--- src/rtl/cdsd_pkg.sv ---
// ----------------------------------------------------------------------------
// cdsd_pkg: shared types and constants of the civil date arithmetic unit
// Beat layouts, calendar constants, reciprocal multipliers for the constant
// divisions, and the month start tables.
// ----------------------------------------------------------------------------
package cdsd_pkg;

	localparam int YEAR_W  = 16;
	localparam int MONTH_W = 4;
	localparam int DAY_W   = 5;
	localparam int OFF_W   = 26;

	localparam int IN_DATA_W  = 80;
	localparam int OUT_DATA_W = 56;

	localparam int YEAR_LIMIT   = 32767;
	localparam int DAYS_PER_ERA = 146097;

	// years are biased by whole eras so the leap count works on positive values
	localparam int YEAR_BIAS  = 32800;
	// serials are biased by whole eras (less one for the 1-based day) before the inverse
	localparam int SHIFT_ERAS = 320;
	localparam int ZZ_BIAS    = (SHIFT_ERAS - YEAR_BIAS / 400) * DAYS_PER_ERA - 1;
	localparam int YEAR_BASE  = SHIFT_ERAS * 400;

	// floor(x / d) == (x * R) >> S whenever x * d < 2**S
	localparam int R25_SH    = 19;
	localparam longint unsigned R25    = ((64'd1 << R25_SH) + 64'd24) / 64'd25;
	localparam int ERA_SH    = 45;
	localparam longint unsigned R_ERA  =
		((64'd1 << ERA_SH) + 64'(DAYS_PER_ERA) - 64'd1) / 64'(DAYS_PER_ERA);
	localparam int R1460_SH  = 29;
	localparam longint unsigned R1460  = ((64'd1 << R1460_SH) + 64'd1459) / 64'd1460;
	localparam int R36524_SH = 34;
	localparam longint unsigned R36524 = ((64'd1 << R36524_SH) + 64'd36523) / 64'd36524;
	localparam int R365_SH   = 27;
	localparam longint unsigned R365   = ((64'd1 << R365_SH) + 64'd364) / 64'd365;
	localparam int R153_SH   = 19;
	localparam longint unsigned R153   = ((64'd1 << R153_SH) + 64'd152) / 64'd153;

	typedef enum logic {
		KIND_SHIFT = 1'b0,
		KIND_DIFF  = 1'b1
	} kind_t;

	// last declared field in the lowest bits
	typedef struct packed {
		logic [3:0]         pad;
		logic [OFF_W-1:0]   offset_days;
		logic [DAY_W-1:0]   day_b;
		logic [MONTH_W-1:0] month_b;
		logic [YEAR_W-1:0]  year_b;
		logic [DAY_W-1:0]   day_a;
		logic [MONTH_W-1:0] month_a;
		logic [YEAR_W-1:0]  year_a;
	} in_beat_t;

	typedef struct packed {
		logic [4:0]         pad;
		logic [OFF_W-1:0]   day_difference;
		logic [DAY_W-1:0]   out_day;
		logic [MONTH_W-1:0] out_month;
		logic [YEAR_W-1:0]  out_year;
	} out_beat_t;

	// day of the March-based year on which a calendar month starts
	function automatic logic [8:0] doy_of_month(input logic [MONTH_W-1:0] month);
		logic [8:0] doy;
		case (month)
			4'd1:    doy = 9'd306;
			4'd2:    doy = 9'd337;
			4'd3:    doy = 9'd0;
			4'd4:    doy = 9'd31;
			4'd5:    doy = 9'd61;
			4'd6:    doy = 9'd92;
			4'd7:    doy = 9'd122;
			4'd8:    doy = 9'd153;
			4'd9:    doy = 9'd184;
			4'd10:   doy = 9'd214;
			4'd11:   doy = 9'd245;
			4'd12:   doy = 9'd275;
			default: doy = 9'd0;
		endcase
		return doy;
	endfunction

	// same table indexed by March-based month 0..11
	function automatic logic [8:0] doy_of_mp(input logic [3:0] mp);
		logic [8:0] doy;
		case (mp)
			4'd0:    doy = 9'd0;
			4'd1:    doy = 9'd31;
			4'd2:    doy = 9'd61;
			4'd3:    doy = 9'd92;
			4'd4:    doy = 9'd122;
			4'd5:    doy = 9'd153;
			4'd6:    doy = 9'd184;
			4'd7:    doy = 9'd214;
			4'd8:    doy = 9'd245;
			4'd9:    doy = 9'd275;
			4'd10:   doy = 9'd306;
			4'd11:   doy = 9'd337;
			default: doy = 9'd0;
		endcase
		return doy;
	endfunction

endpackage

--- src/rtl/civil_date_shift_and_difference_top.sv ---
// ----------------------------------------------------------------------------
// civil_date_shift_and_difference_top: proleptic Gregorian date arithmetic
// Shifts date A by a signed day count, or counts the days from date A to
// date B, through a day serial and a twelve stage pipeline.
// ----------------------------------------------------------------------------
//
//  channel  dir  tdata                                         tuser
//  s_axis   in   year_a month_a day_a year_b month_b day_b     kind
//                offset_days
//  m_axis   out  out_year out_month out_day day_difference     invalid
//
// One beat enters per cycle while s_axis_tready is high.
// Most stages serve the reciprocal multiply chain of the serial to
// date conversion (era, century, year, month); each product is registered.
// Reset clears the stage valid bits only.
// A stall on m_axis freezes every stage together; s_axis_tready drops only
// while a result waits in the output register.

module civil_date_shift_and_difference_top (
	input  logic                             clk,
	input  logic                             arst_n,
	input  logic                             s_axis_tvalid,
	output logic                             s_axis_tready,
	// year_a[15:0] month_a[19:16] day_a[24:20] year_b[40:25] month_b[44:41]
	// day_b[49:45] offset_days[75:50], zero fill [79:76]
	input  logic [cdsd_pkg::IN_DATA_W-1:0]   s_axis_tdata,
	// kind[0]
	input  logic                             s_axis_tuser,
	output logic                             m_axis_tvalid,
	input  logic                             m_axis_tready,
	// out_year[15:0] out_month[19:16] out_day[24:20] day_difference[50:25],
	// zero fill [55:51]
	output logic [cdsd_pkg::OUT_DATA_W-1:0]  m_axis_tdata,
	// invalid[0]
	output logic                             m_axis_tuser
);

	localparam int OW = cdsd_pkg::OFF_W;

	cdsd_pkg::in_beat_t  in_b;
	cdsd_pkg::out_beat_t out_s12;
	logic                en;

	logic vld_s1, vld_s2, vld_s3, vld_s4, vld_s5, vld_s6;
	logic vld_s7, vld_s8, vld_s9, vld_s10, vld_s11, vld_s12;

	assign in_b          = cdsd_pkg::in_beat_t'(s_axis_tdata);
	assign en            = !vld_s12 || m_axis_tready;
	assign s_axis_tready = en;

	always_ff @(posedge clk or negedge arst_n) begin
		if (!arst_n) begin
			vld_s1  <= 1'b0;
			vld_s2  <= 1'b0;
			vld_s3  <= 1'b0;
			vld_s4  <= 1'b0;
			vld_s5  <= 1'b0;
			vld_s6  <= 1'b0;
			vld_s7  <= 1'b0;
			vld_s8  <= 1'b0;
			vld_s9  <= 1'b0;
			vld_s10 <= 1'b0;
			vld_s11 <= 1'b0;
			vld_s12 <= 1'b0;
		end else if (en) begin
			vld_s1  <= s_axis_tvalid;
			vld_s2  <= vld_s1;
			vld_s3  <= vld_s2;
			vld_s4  <= vld_s3;
			vld_s5  <= vld_s4;
			vld_s6  <= vld_s5;
			vld_s7  <= vld_s6;
			vld_s8  <= vld_s7;
			vld_s9  <= vld_s8;
			vld_s10 <= vld_s9;
			vld_s11 <= vld_s10;
			vld_s12 <= vld_s11;
		end
	end

	// ---------------- stage 1: range checks, year bias, month start ----------
	logic        ma_ok, mb_ok, ya_ok, yb_ok, bad_w;
	logic [17:0] ybias_a_w, ybias_b_w;

	assign ma_ok = (in_b.month_a >= 4'd1) && (in_b.month_a <= 4'd12);
	assign mb_ok = (in_b.month_b >= 4'd1) && (in_b.month_b <= 4'd12);
	assign ya_ok = in_b.year_a != 16'h8000;
	assign yb_ok = in_b.year_b != 16'h8000;
	assign bad_w = !(ma_ok && ya_ok) ||
		((s_axis_tuser == cdsd_pkg::KIND_DIFF) && !(mb_ok && yb_ok));

	// January and February count with the previous year
	assign ybias_a_w = {{2{in_b.year_a[15]}}, in_b.year_a} + 18'(cdsd_pkg::YEAR_BIAS)
		- 18'(in_b.month_a <= 4'd2);
	assign ybias_b_w = {{2{in_b.year_b[15]}}, in_b.year_b} + 18'(cdsd_pkg::YEAR_BIAS)
		- 18'(in_b.month_b <= 4'd2);

	logic          kind_s1, bad_s1;
	logic [OW-1:0] off_s1;
	logic [16:0]   ya_s1, yb_s1;
	logic [8:0]    dda_s1, ddb_s1;

	// ---------------- stage 2: leap count and year length products ---------
	logic          kind_s2, bad_s2;
	logic [OW-1:0] off_s2;
	logic [14:0]   ya4_s2, yb4_s2;
	logic [29:0]   p100a_s2, p100b_s2;
	logic [27:0]   p400a_s2, p400b_s2;
	logic [24:0]   p365a_s2, p365b_s2;
	logic [8:0]    dda_s2, ddb_s2;

	// ---------------- stage 3: biased day counts ----------------------------
	logic          kind_s3, bad_s3;
	logic [OW-1:0] off_s3;
	logic [24:0]   days_a_s3, days_b_s3;

	// ---------------- stage 4: shifted serial and difference ----------------
	logic [27:0]   zz_w;
	logic          kind_s4, bad_s4;
	logic [26:0]   zz_s4;
	logic [OW-1:0] diff_s4;

	assign zz_w = {3'b000, days_a_s3} + {{2{off_s3[OW-1]}}, off_s3}
		+ 28'(cdsd_pkg::ZZ_BIAS);

	// ---------------- stage 5: era product ----------------------------------
	logic          kind_s5, bad_s5;
	logic [26:0]   zz_s5;
	logic [54:0]   pera_s5;
	logic [OW-1:0] diff_s5;

	// ---------------- stage 6: era and day of era ---------------------------
	logic [9:0]    era_w;
	logic [26:0]   doe_w;
	logic          kind_s6, bad_s6;
	logic [9:0]    era_s6;
	logic [17:0]   doe_s6;
	logic [OW-1:0] diff_s6;

	assign era_w = pera_s5[cdsd_pkg::ERA_SH +: 10];
	assign doe_w = zz_s5 - 27'(era_w) * 27'(cdsd_pkg::DAYS_PER_ERA);

	// ---------------- stage 7: leap correction products ---------------------
	logic          kind_s7, bad_s7, last_s7;
	logic [17:0]   doe_s7;
	logic [36:0]   p1460_s7, p36524_s7;
	logic [19:0]   ybase_s7;
	logic [OW-1:0] diff_s7;

	// ---------------- stage 8: leap-free day count --------------------------
	logic          kind_s8, bad_s8;
	logic [17:0]   t_s8, doe_s8;
	logic [19:0]   ybase_s8;
	logic [OW-1:0] diff_s8;

	// ---------------- stage 9: year of era product --------------------------
	logic          kind_s9, bad_s9;
	logic [36:0]   p365_s9;
	logic [17:0]   doe_s9;
	logic [19:0]   ybase_s9;
	logic [OW-1:0] diff_s9;

	// ---------------- stage 10: day of year ---------------------------------
	logic [8:0]    yoe_w;
	logic [1:0]    cent_w;
	logic [17:0]   ydays_w, doy_w;
	logic          kind_s10, bad_s10;
	logic [8:0]    yoe_s10, doy_s10;
	logic [19:0]   ybase_s10;
	logic [OW-1:0] diff_s10;

	assign yoe_w   = p365_s9[cdsd_pkg::R365_SH +: 9];
	assign cent_w  = (yoe_w >= 9'd300) ? 2'd3 :
		(yoe_w >= 9'd200) ? 2'd2 :
		(yoe_w >= 9'd100) ? 2'd1 : 2'd0;
	assign ydays_w = 18'(yoe_w) * 18'd365 + 18'(yoe_w[8:2]) - 18'(cent_w);
	assign doy_w   = doe_s9 - ydays_w;

	// ---------------- stage 11: month product -------------------------------
	logic [10:0]   mx_w;
	logic          kind_s11, bad_s11;
	logic [22:0]   p153_s11;
	logic [8:0]    yoe_s11, doy_s11;
	logic [19:0]   ybase_s11;
	logic [OW-1:0] diff_s11;

	assign mx_w = {doy_s10, 2'b00} + 11'(doy_s10) + 11'd2;

	// ---------------- stage 12: calendar date and output select -------------
	logic [3:0]               mp_w, month_w;
	logic [8:0]               dday_w;
	logic signed [19:0]       year_w;
	logic                     ybad_w, fail_w;
	cdsd_pkg::out_beat_t      out_w;

	assign mp_w    = p153_s11[cdsd_pkg::R153_SH +: 4];
	assign month_w = (mp_w < 4'd10) ? mp_w + 4'd3 : mp_w - 4'd9;
	assign dday_w  = doy_s11 - cdsd_pkg::doy_of_mp(mp_w) + 9'd1;
	assign year_w  = $signed(ybase_s11 + 20'(yoe_s11) + 20'(month_w <= 4'd2));
	assign ybad_w  = (year_w > 20'sd32767) || (year_w < -20'sd32767);
	assign fail_w  = bad_s11 || ((kind_s11 == cdsd_pkg::KIND_SHIFT) && ybad_w);

	always_comb begin
		out_w = '0;
		if (!fail_w) begin
			if (kind_s11 == cdsd_pkg::KIND_SHIFT) begin
				out_w.out_year  = year_w[15:0];
				out_w.out_month = month_w;
				out_w.out_day   = dday_w[4:0];
			end else begin
				out_w.day_difference = diff_s11;
			end
		end
	end

	logic inv_s12;

	always_ff @(posedge clk) begin
		if (en) begin
			// stage 1
			kind_s1 <= s_axis_tuser;
			bad_s1  <= bad_w;
			off_s1  <= in_b.offset_days;
			ya_s1   <= ybias_a_w[16:0];
			yb_s1   <= ybias_b_w[16:0];
			dda_s1  <= cdsd_pkg::doy_of_month(in_b.month_a) + 9'(in_b.day_a);
			ddb_s1  <= cdsd_pkg::doy_of_month(in_b.month_b) + 9'(in_b.day_b);
			// stage 2
			kind_s2  <= kind_s1;
			bad_s2   <= bad_s1;
			off_s2   <= off_s1;
			ya4_s2   <= ya_s1[16:2];
			yb4_s2   <= yb_s1[16:2];
			p100a_s2 <= 30'(ya_s1[16:2]) * 30'(cdsd_pkg::R25);
			p100b_s2 <= 30'(yb_s1[16:2]) * 30'(cdsd_pkg::R25);
			p400a_s2 <= 28'(ya_s1[16:4]) * 28'(cdsd_pkg::R25);
			p400b_s2 <= 28'(yb_s1[16:4]) * 28'(cdsd_pkg::R25);
			p365a_s2 <= 25'(ya_s1) * 25'd365;
			p365b_s2 <= 25'(yb_s1) * 25'd365;
			dda_s2   <= dda_s1;
			ddb_s2   <= ddb_s1;
			// stage 3
			kind_s3   <= kind_s2;
			bad_s3    <= bad_s2;
			off_s3    <= off_s2;
			days_a_s3 <= p365a_s2 + 25'(ya4_s2) - 25'(p100a_s2[29:cdsd_pkg::R25_SH])
				+ 25'(p400a_s2[27:cdsd_pkg::R25_SH]) + 25'(dda_s2);
			days_b_s3 <= p365b_s2 + 25'(yb4_s2) - 25'(p100b_s2[29:cdsd_pkg::R25_SH])
				+ 25'(p400b_s2[27:cdsd_pkg::R25_SH]) + 25'(ddb_s2);
			// stage 4: the bias cancels in the difference
			kind_s4 <= kind_s3;
			bad_s4  <= bad_s3;
			zz_s4   <= zz_w[26:0];
			diff_s4 <= {1'b0, days_b_s3} - {1'b0, days_a_s3};
			// stage 5
			kind_s5 <= kind_s4;
			bad_s5  <= bad_s4;
			zz_s5   <= zz_s4;
			pera_s5 <= 55'(zz_s4) * 55'(cdsd_pkg::R_ERA);
			diff_s5 <= diff_s4;
			// stage 6
			kind_s6 <= kind_s5;
			bad_s6  <= bad_s5;
			era_s6  <= era_w;
			doe_s6  <= doe_w[17:0];
			diff_s6 <= diff_s5;
			// stage 7
			kind_s7   <= kind_s6;
			bad_s7    <= bad_s6;
			doe_s7    <= doe_s6;
			p1460_s7  <= 37'(doe_s6) * 37'(cdsd_pkg::R1460);
			p36524_s7 <= 37'(doe_s6) * 37'(cdsd_pkg::R36524);
			last_s7   <= doe_s6 == 18'(cdsd_pkg::DAYS_PER_ERA - 1);
			ybase_s7  <= 20'(era_s6) * 20'd400 - 20'(cdsd_pkg::YEAR_BASE);
			diff_s7   <= diff_s6;
			// stage 8
			kind_s8  <= kind_s7;
			bad_s8   <= bad_s7;
			t_s8     <= doe_s7 - 18'(p1460_s7[36:cdsd_pkg::R1460_SH])
				+ 18'(p36524_s7[36:cdsd_pkg::R36524_SH]) - 18'(last_s7);
			doe_s8   <= doe_s7;
			ybase_s8 <= ybase_s7;
			diff_s8  <= diff_s7;
			// stage 9
			kind_s9  <= kind_s8;
			bad_s9   <= bad_s8;
			p365_s9  <= 37'(t_s8) * 37'(cdsd_pkg::R365);
			doe_s9   <= doe_s8;
			ybase_s9 <= ybase_s8;
			diff_s9  <= diff_s8;
			// stage 10
			kind_s10  <= kind_s9;
			bad_s10   <= bad_s9;
			yoe_s10   <= yoe_w;
			doy_s10   <= doy_w[8:0];
			ybase_s10 <= ybase_s9;
			diff_s10  <= diff_s9;
			// stage 11
			kind_s11  <= kind_s10;
			bad_s11   <= bad_s10;
			p153_s11  <= 23'(mx_w) * 23'(cdsd_pkg::R153);
			yoe_s11   <= yoe_s10;
			doy_s11   <= doy_s10;
			ybase_s11 <= ybase_s10;
			diff_s11  <= diff_s10;
			// stage 12
			out_s12 <= out_w;
			inv_s12 <= fail_w;
		end
	end

	assign m_axis_tvalid = vld_s12;
	assign m_axis_tdata  = out_s12;
	assign m_axis_tuser  = inv_s12;

endmodule

--- config.mk ---
export PLATFORM = sky130hd
export DESIGN_NAME = civil_date_shift_and_difference_top
export DESIGN_NICKNAME = d
export VERILOG_FILES = /design/src/rtl/cdsd_pkg.sv /design/src/rtl/civil_date_shift_and_difference_top.sv
export SDC_FILE = /design/constraint.sdc
export NUM_CORES = 2
export LEC_CHECK = 0
export BUFFER_PORTS_ARGS = -buffer_cell sky130_fd_sc_hd__buf_2
export CAP_MARGIN = 20
export CORE_MARGIN = 8
export CORE_UTILIZATION = 50
export CTS_BUF_LIST = sky130_fd_sc_hd__clkbuf_8
export DETAILED_ROUTE_END_ITERATION = 10
export PLACE_DENSITY = 0.76
export SLEW_MARGIN = 20
export SYNTH_ARGS = -nofsm -noshare
export SYNTH_HDL_FRONTEND = slang
export SYNTH_SLANG_ARGS = --single-unit
--- constraint.sdc ---
create_clock -name clk -period 32.6 [get_ports clk]
set_input_delay 4.89 -clock clk [delete_from_list [all_inputs] [get_ports clk]]
set_output_delay 4.89 -clock clk [all_outputs]
set_load 0.005 [all_outputs]
==> out/results.tsv <==
stage	metric	value	unit
logic_synthesis	ys.flop_type	edfxtp_1	
final_layout	area_delta_synth_final	7.66	%
setup_path	cp_cell_sequence	buf_2, nor2b_1, buf_4, inv_8, buf_2	
sta	min_period_over_period	33.4	%
logic_synthesis	syn_area	86300	µm²
logic_synthesis	async_flop_share	1.35	%
logic_synthesis	synthMuxAreaShare	0.238	%
setup_path	ff2ff_path_depth	22	
logic_synthesis	synth_cell_type_count	87	
flow_run	max-cap-violations	0	
drt	routed_via_density	5.16	
setup_path	regToRegEndpoint	pera_s5[48]$_DFFE_PN_	
clock_tree	cts.path.max_buffers	3	
logic_synthesis	synth-xor-area-share	3.52	%
global_route	grt_use_total	19.0	%
setup_path	r2r_slack	25150	ps
sta	min_period	10880	ps
sta	fmax	91.9	MHz
global_route	grt_pass1_vias	56700	
clock_tree	holdBufCountCts	0	
logic_synthesis	synth_adder_area_share	46.4	%
global_route	grt-ovfl-total	0	
logic_synthesis	ys.warnings.count	0	
global_route	grt_pass1_wl	285000	µm
logic_synthesis	postSynthCellCount	7324	
final_layout	multi_input_area	52400	µm²
logic_synthesis	synth.most_common_cell	inv_1	
drt	wl	173000	µm
logic_synthesis	synth-simple-area-share	4.31	%
setup_path	crit_path_start_kind	primary input	
drt	via_count	51800	
setup_path	critPathMaxStageDelay	420	ps
floorplanning	rows	152	
sta	fin_worst_skew	50.5	ps
clock_tree	clock-root-buffer	clkbuf_8	
floorplanning	die_w	431	µm
setup_path	worst_ep_required_time	27710	ps
hold_path	whs_endpoint	diff_s8[20]$_DFFE_PN_	
clock_tree	numCtsBuffers	149	
sta	slew_headroom	28.2	%
placed_design	port_buffers	134	
sta	slew_violations	0	
hold_path	worstHoldPathType	flip-flop to flip-flop	
logic_synthesis	synth-seq-area-share	30.9	%
logic_synthesis	synth_edf_count	874	
logic_synthesis	synth_compound_area_share	6.26	%
floorplanning	dieHeight	431	µm
hold_path	hold_depth	0	
hold_path	min-delay-start	diff_s7[20]$_DFFE_PN_	
final_layout	final_nets	10300	
drt	drt-pass1-iter-count	8	
outcome	status	finished clean	
setup_path	cp-end-kind	output port	
drt	initialDrtViolationCount	2569	
final_layout	drive_above_1_share	5.15	%
final_layout	nFillCells	14400	
drt	drc	0	
setup_path	cp_slowest_cell	inv_8	
floorplanning	die-area	186000	µm²
logic_synthesis	synth_area_per_cell	11.8	µm²
setup_path	crit_fanout	94	
sta	tns	0	ps
sta	hold_viol	0	
placed_design	dp_hpwl	145000	µm
sta	setup_violations	0	
sta	max_slew.worst_pin.slew	1080	ps
floorplanning	start_util	50.3	%
sta	rsz0062_at_grt	no	
clock_tree	htreeDepth	4	
clock_tree	cts_tree	done	
clock_tree	cts.sinks	891	
final_layout	register_area	26600	µm²
logic_synthesis	synth_area_leader_cell	edfxtp_1	
placed_design	place_congestion	0.947	
logic_synthesis	synth_area_leaders	edfxtp_1 30%, fa_1 24%, ha_1 22%, inv_1 8.1%, xnor2_1 2.6%	
setup_path	critPathKind	primary input to output port	
drt	post_drt_wl_per_cell	17.3	µm
setup_path	crit_path_frequent_cell	buf_2	
clock_tree	cts_resized	0	
logic_synthesis	synthTopCellsByCount	1870 x inv_1, 1543 x ha_1, 1037 x fa_1, 874 x edfxtp_1, 255 x xnor2_1	
logic_synthesis	synth_top_area_share	30.4	%
global_route	grt_start_max_net_pins	95	
floorplanning	io_pins	144	
logic_synthesis	ys_seq_elements	891	
drt	ant_nets	0	
setup_path	arrival	5990	ps
global_route	antenna_found_initial	4	
clock_tree	clkTransAtPathRegs	60	ps
clock_tree	cts_setup_buffers	0	
logic_synthesis	synth_top_family_by_area	adder cells	
setup_path	r2r-start	zz_s4[3]$_DFFE_PN_	
floorplanning	core	172000	µm²
clock_tree	clkLatencyLatePin	860	ps
[registers in the layout (all words and copies together), names as in the netlist, 25 cells and up, named ones only]
register,flops
days_a_s3,25
diff_s5,26
p365a_s2,25
off_s3,26
zz_s4,27
diff_s7,26
diff_s6,26
diff_s8,26
diff_s11,26
off_s1,26
m_axis_tdata,51
diff_s9,26
diff_s10,26
diff_s4,26
p365b_s2,25
off_s2,26
days_b_s3,25
[final cells by class]
type / count / share of cell area [%]
clock buffer: 152 / 2.25
multi-input combinational: 4530 / 56.5
sequential: 891 / 28.7
timing repair buffer: 153 / 0.876
tap: 2310 / 3.11
inverter: 1871 / 7.57
antenna: 2 / 0.00539
clock inverter: 112 / 1.03
[kinds of logic (layout without fill, tap and decap cells)]
family / after synthesis / after routing
other: 1 / 7
DFF: 891 / 891
muxes: 19 / 19
xor gates and xnor gates: 346 / 346
adders and majority gates: 2580 / 2580
and+or+nand+nor: 746 / 746
AOI/OAI and AO/OA: 834 / 834
buffers and inverters: 1907 / 2288
[cell usage in the layout (no fill, tap or decap), drive strengths merged, types with 39 or more instances in the layout]
master     n
xor2      91
o21ai    148
edfxtp   874
nand3     56
a21o     116
nor2b     65
inv     1922
nor3      62
xnor2    255
o21a      56
ha      1543
fa      1037
nand2    139
o21bai    45
a21oi    241
clkinv    47
clkbuf   152
nor2     214
buf      153
nand2b    39
[worst max-delay path by stage]
| stage | from | end | depth (start not counted) |
|---|---|---|---|
| 6_report | m_axis_tready | s_axis_tready | 5 |
| 5_1_grt | m_axis_tready | s_axis_tready | 5 |
| 4_1_cts | m_axis_tready | s_axis_tready | 5 |
| 3_5_place_dp | m_axis_tready | s_axis_tready | 5 |
| 3_3_place_gp | m_axis_tready | s_axis_tready | 5 |
| 2_1_floorplan | m_axis_tready | flip-flop | 5 |
[critical path, delay by kind of cell]
kind | cells | cell delay (ps)
buffers and inverters | 4 | 920
AND/OR/NAND/NOR | 1 | 30
[through the flow]
step           worst slack, ps  hold slack (ps)  area [µm²]  std cells  utilization (%)
3_3_place_gp             21700              400       89800       9755             52.4
4_1_cts                  21690              377       92900      10000             54.1
3_5_place_dp             21700              405       89800       9755             52.4
2_1_floorplan             3740              400       86300       7328                -
5_1_grt                  21620              397       92900      10000             54.1
6_report                 21720              385       92900      10000             54.1
[per-layer routing]
| layer | global-route usage [%] | share of wire [%] | vias up |
|---|---|---|---|
| met1 | 23.1 | 41 | 25600 |
| met3 | 3.88 | 5.4 | 374 |
| met5 | 0 | 0.024 | - |
| met2 | 33.4 | 50 | 1188 |
| met4 | 6.96 | 3.8 | 6 |
| li1 | - | - | 24600 |
Power is left out: the tool's default activity adds up to more than one toggle a clock period on the data nets, which glitch-free logic cannot reach.
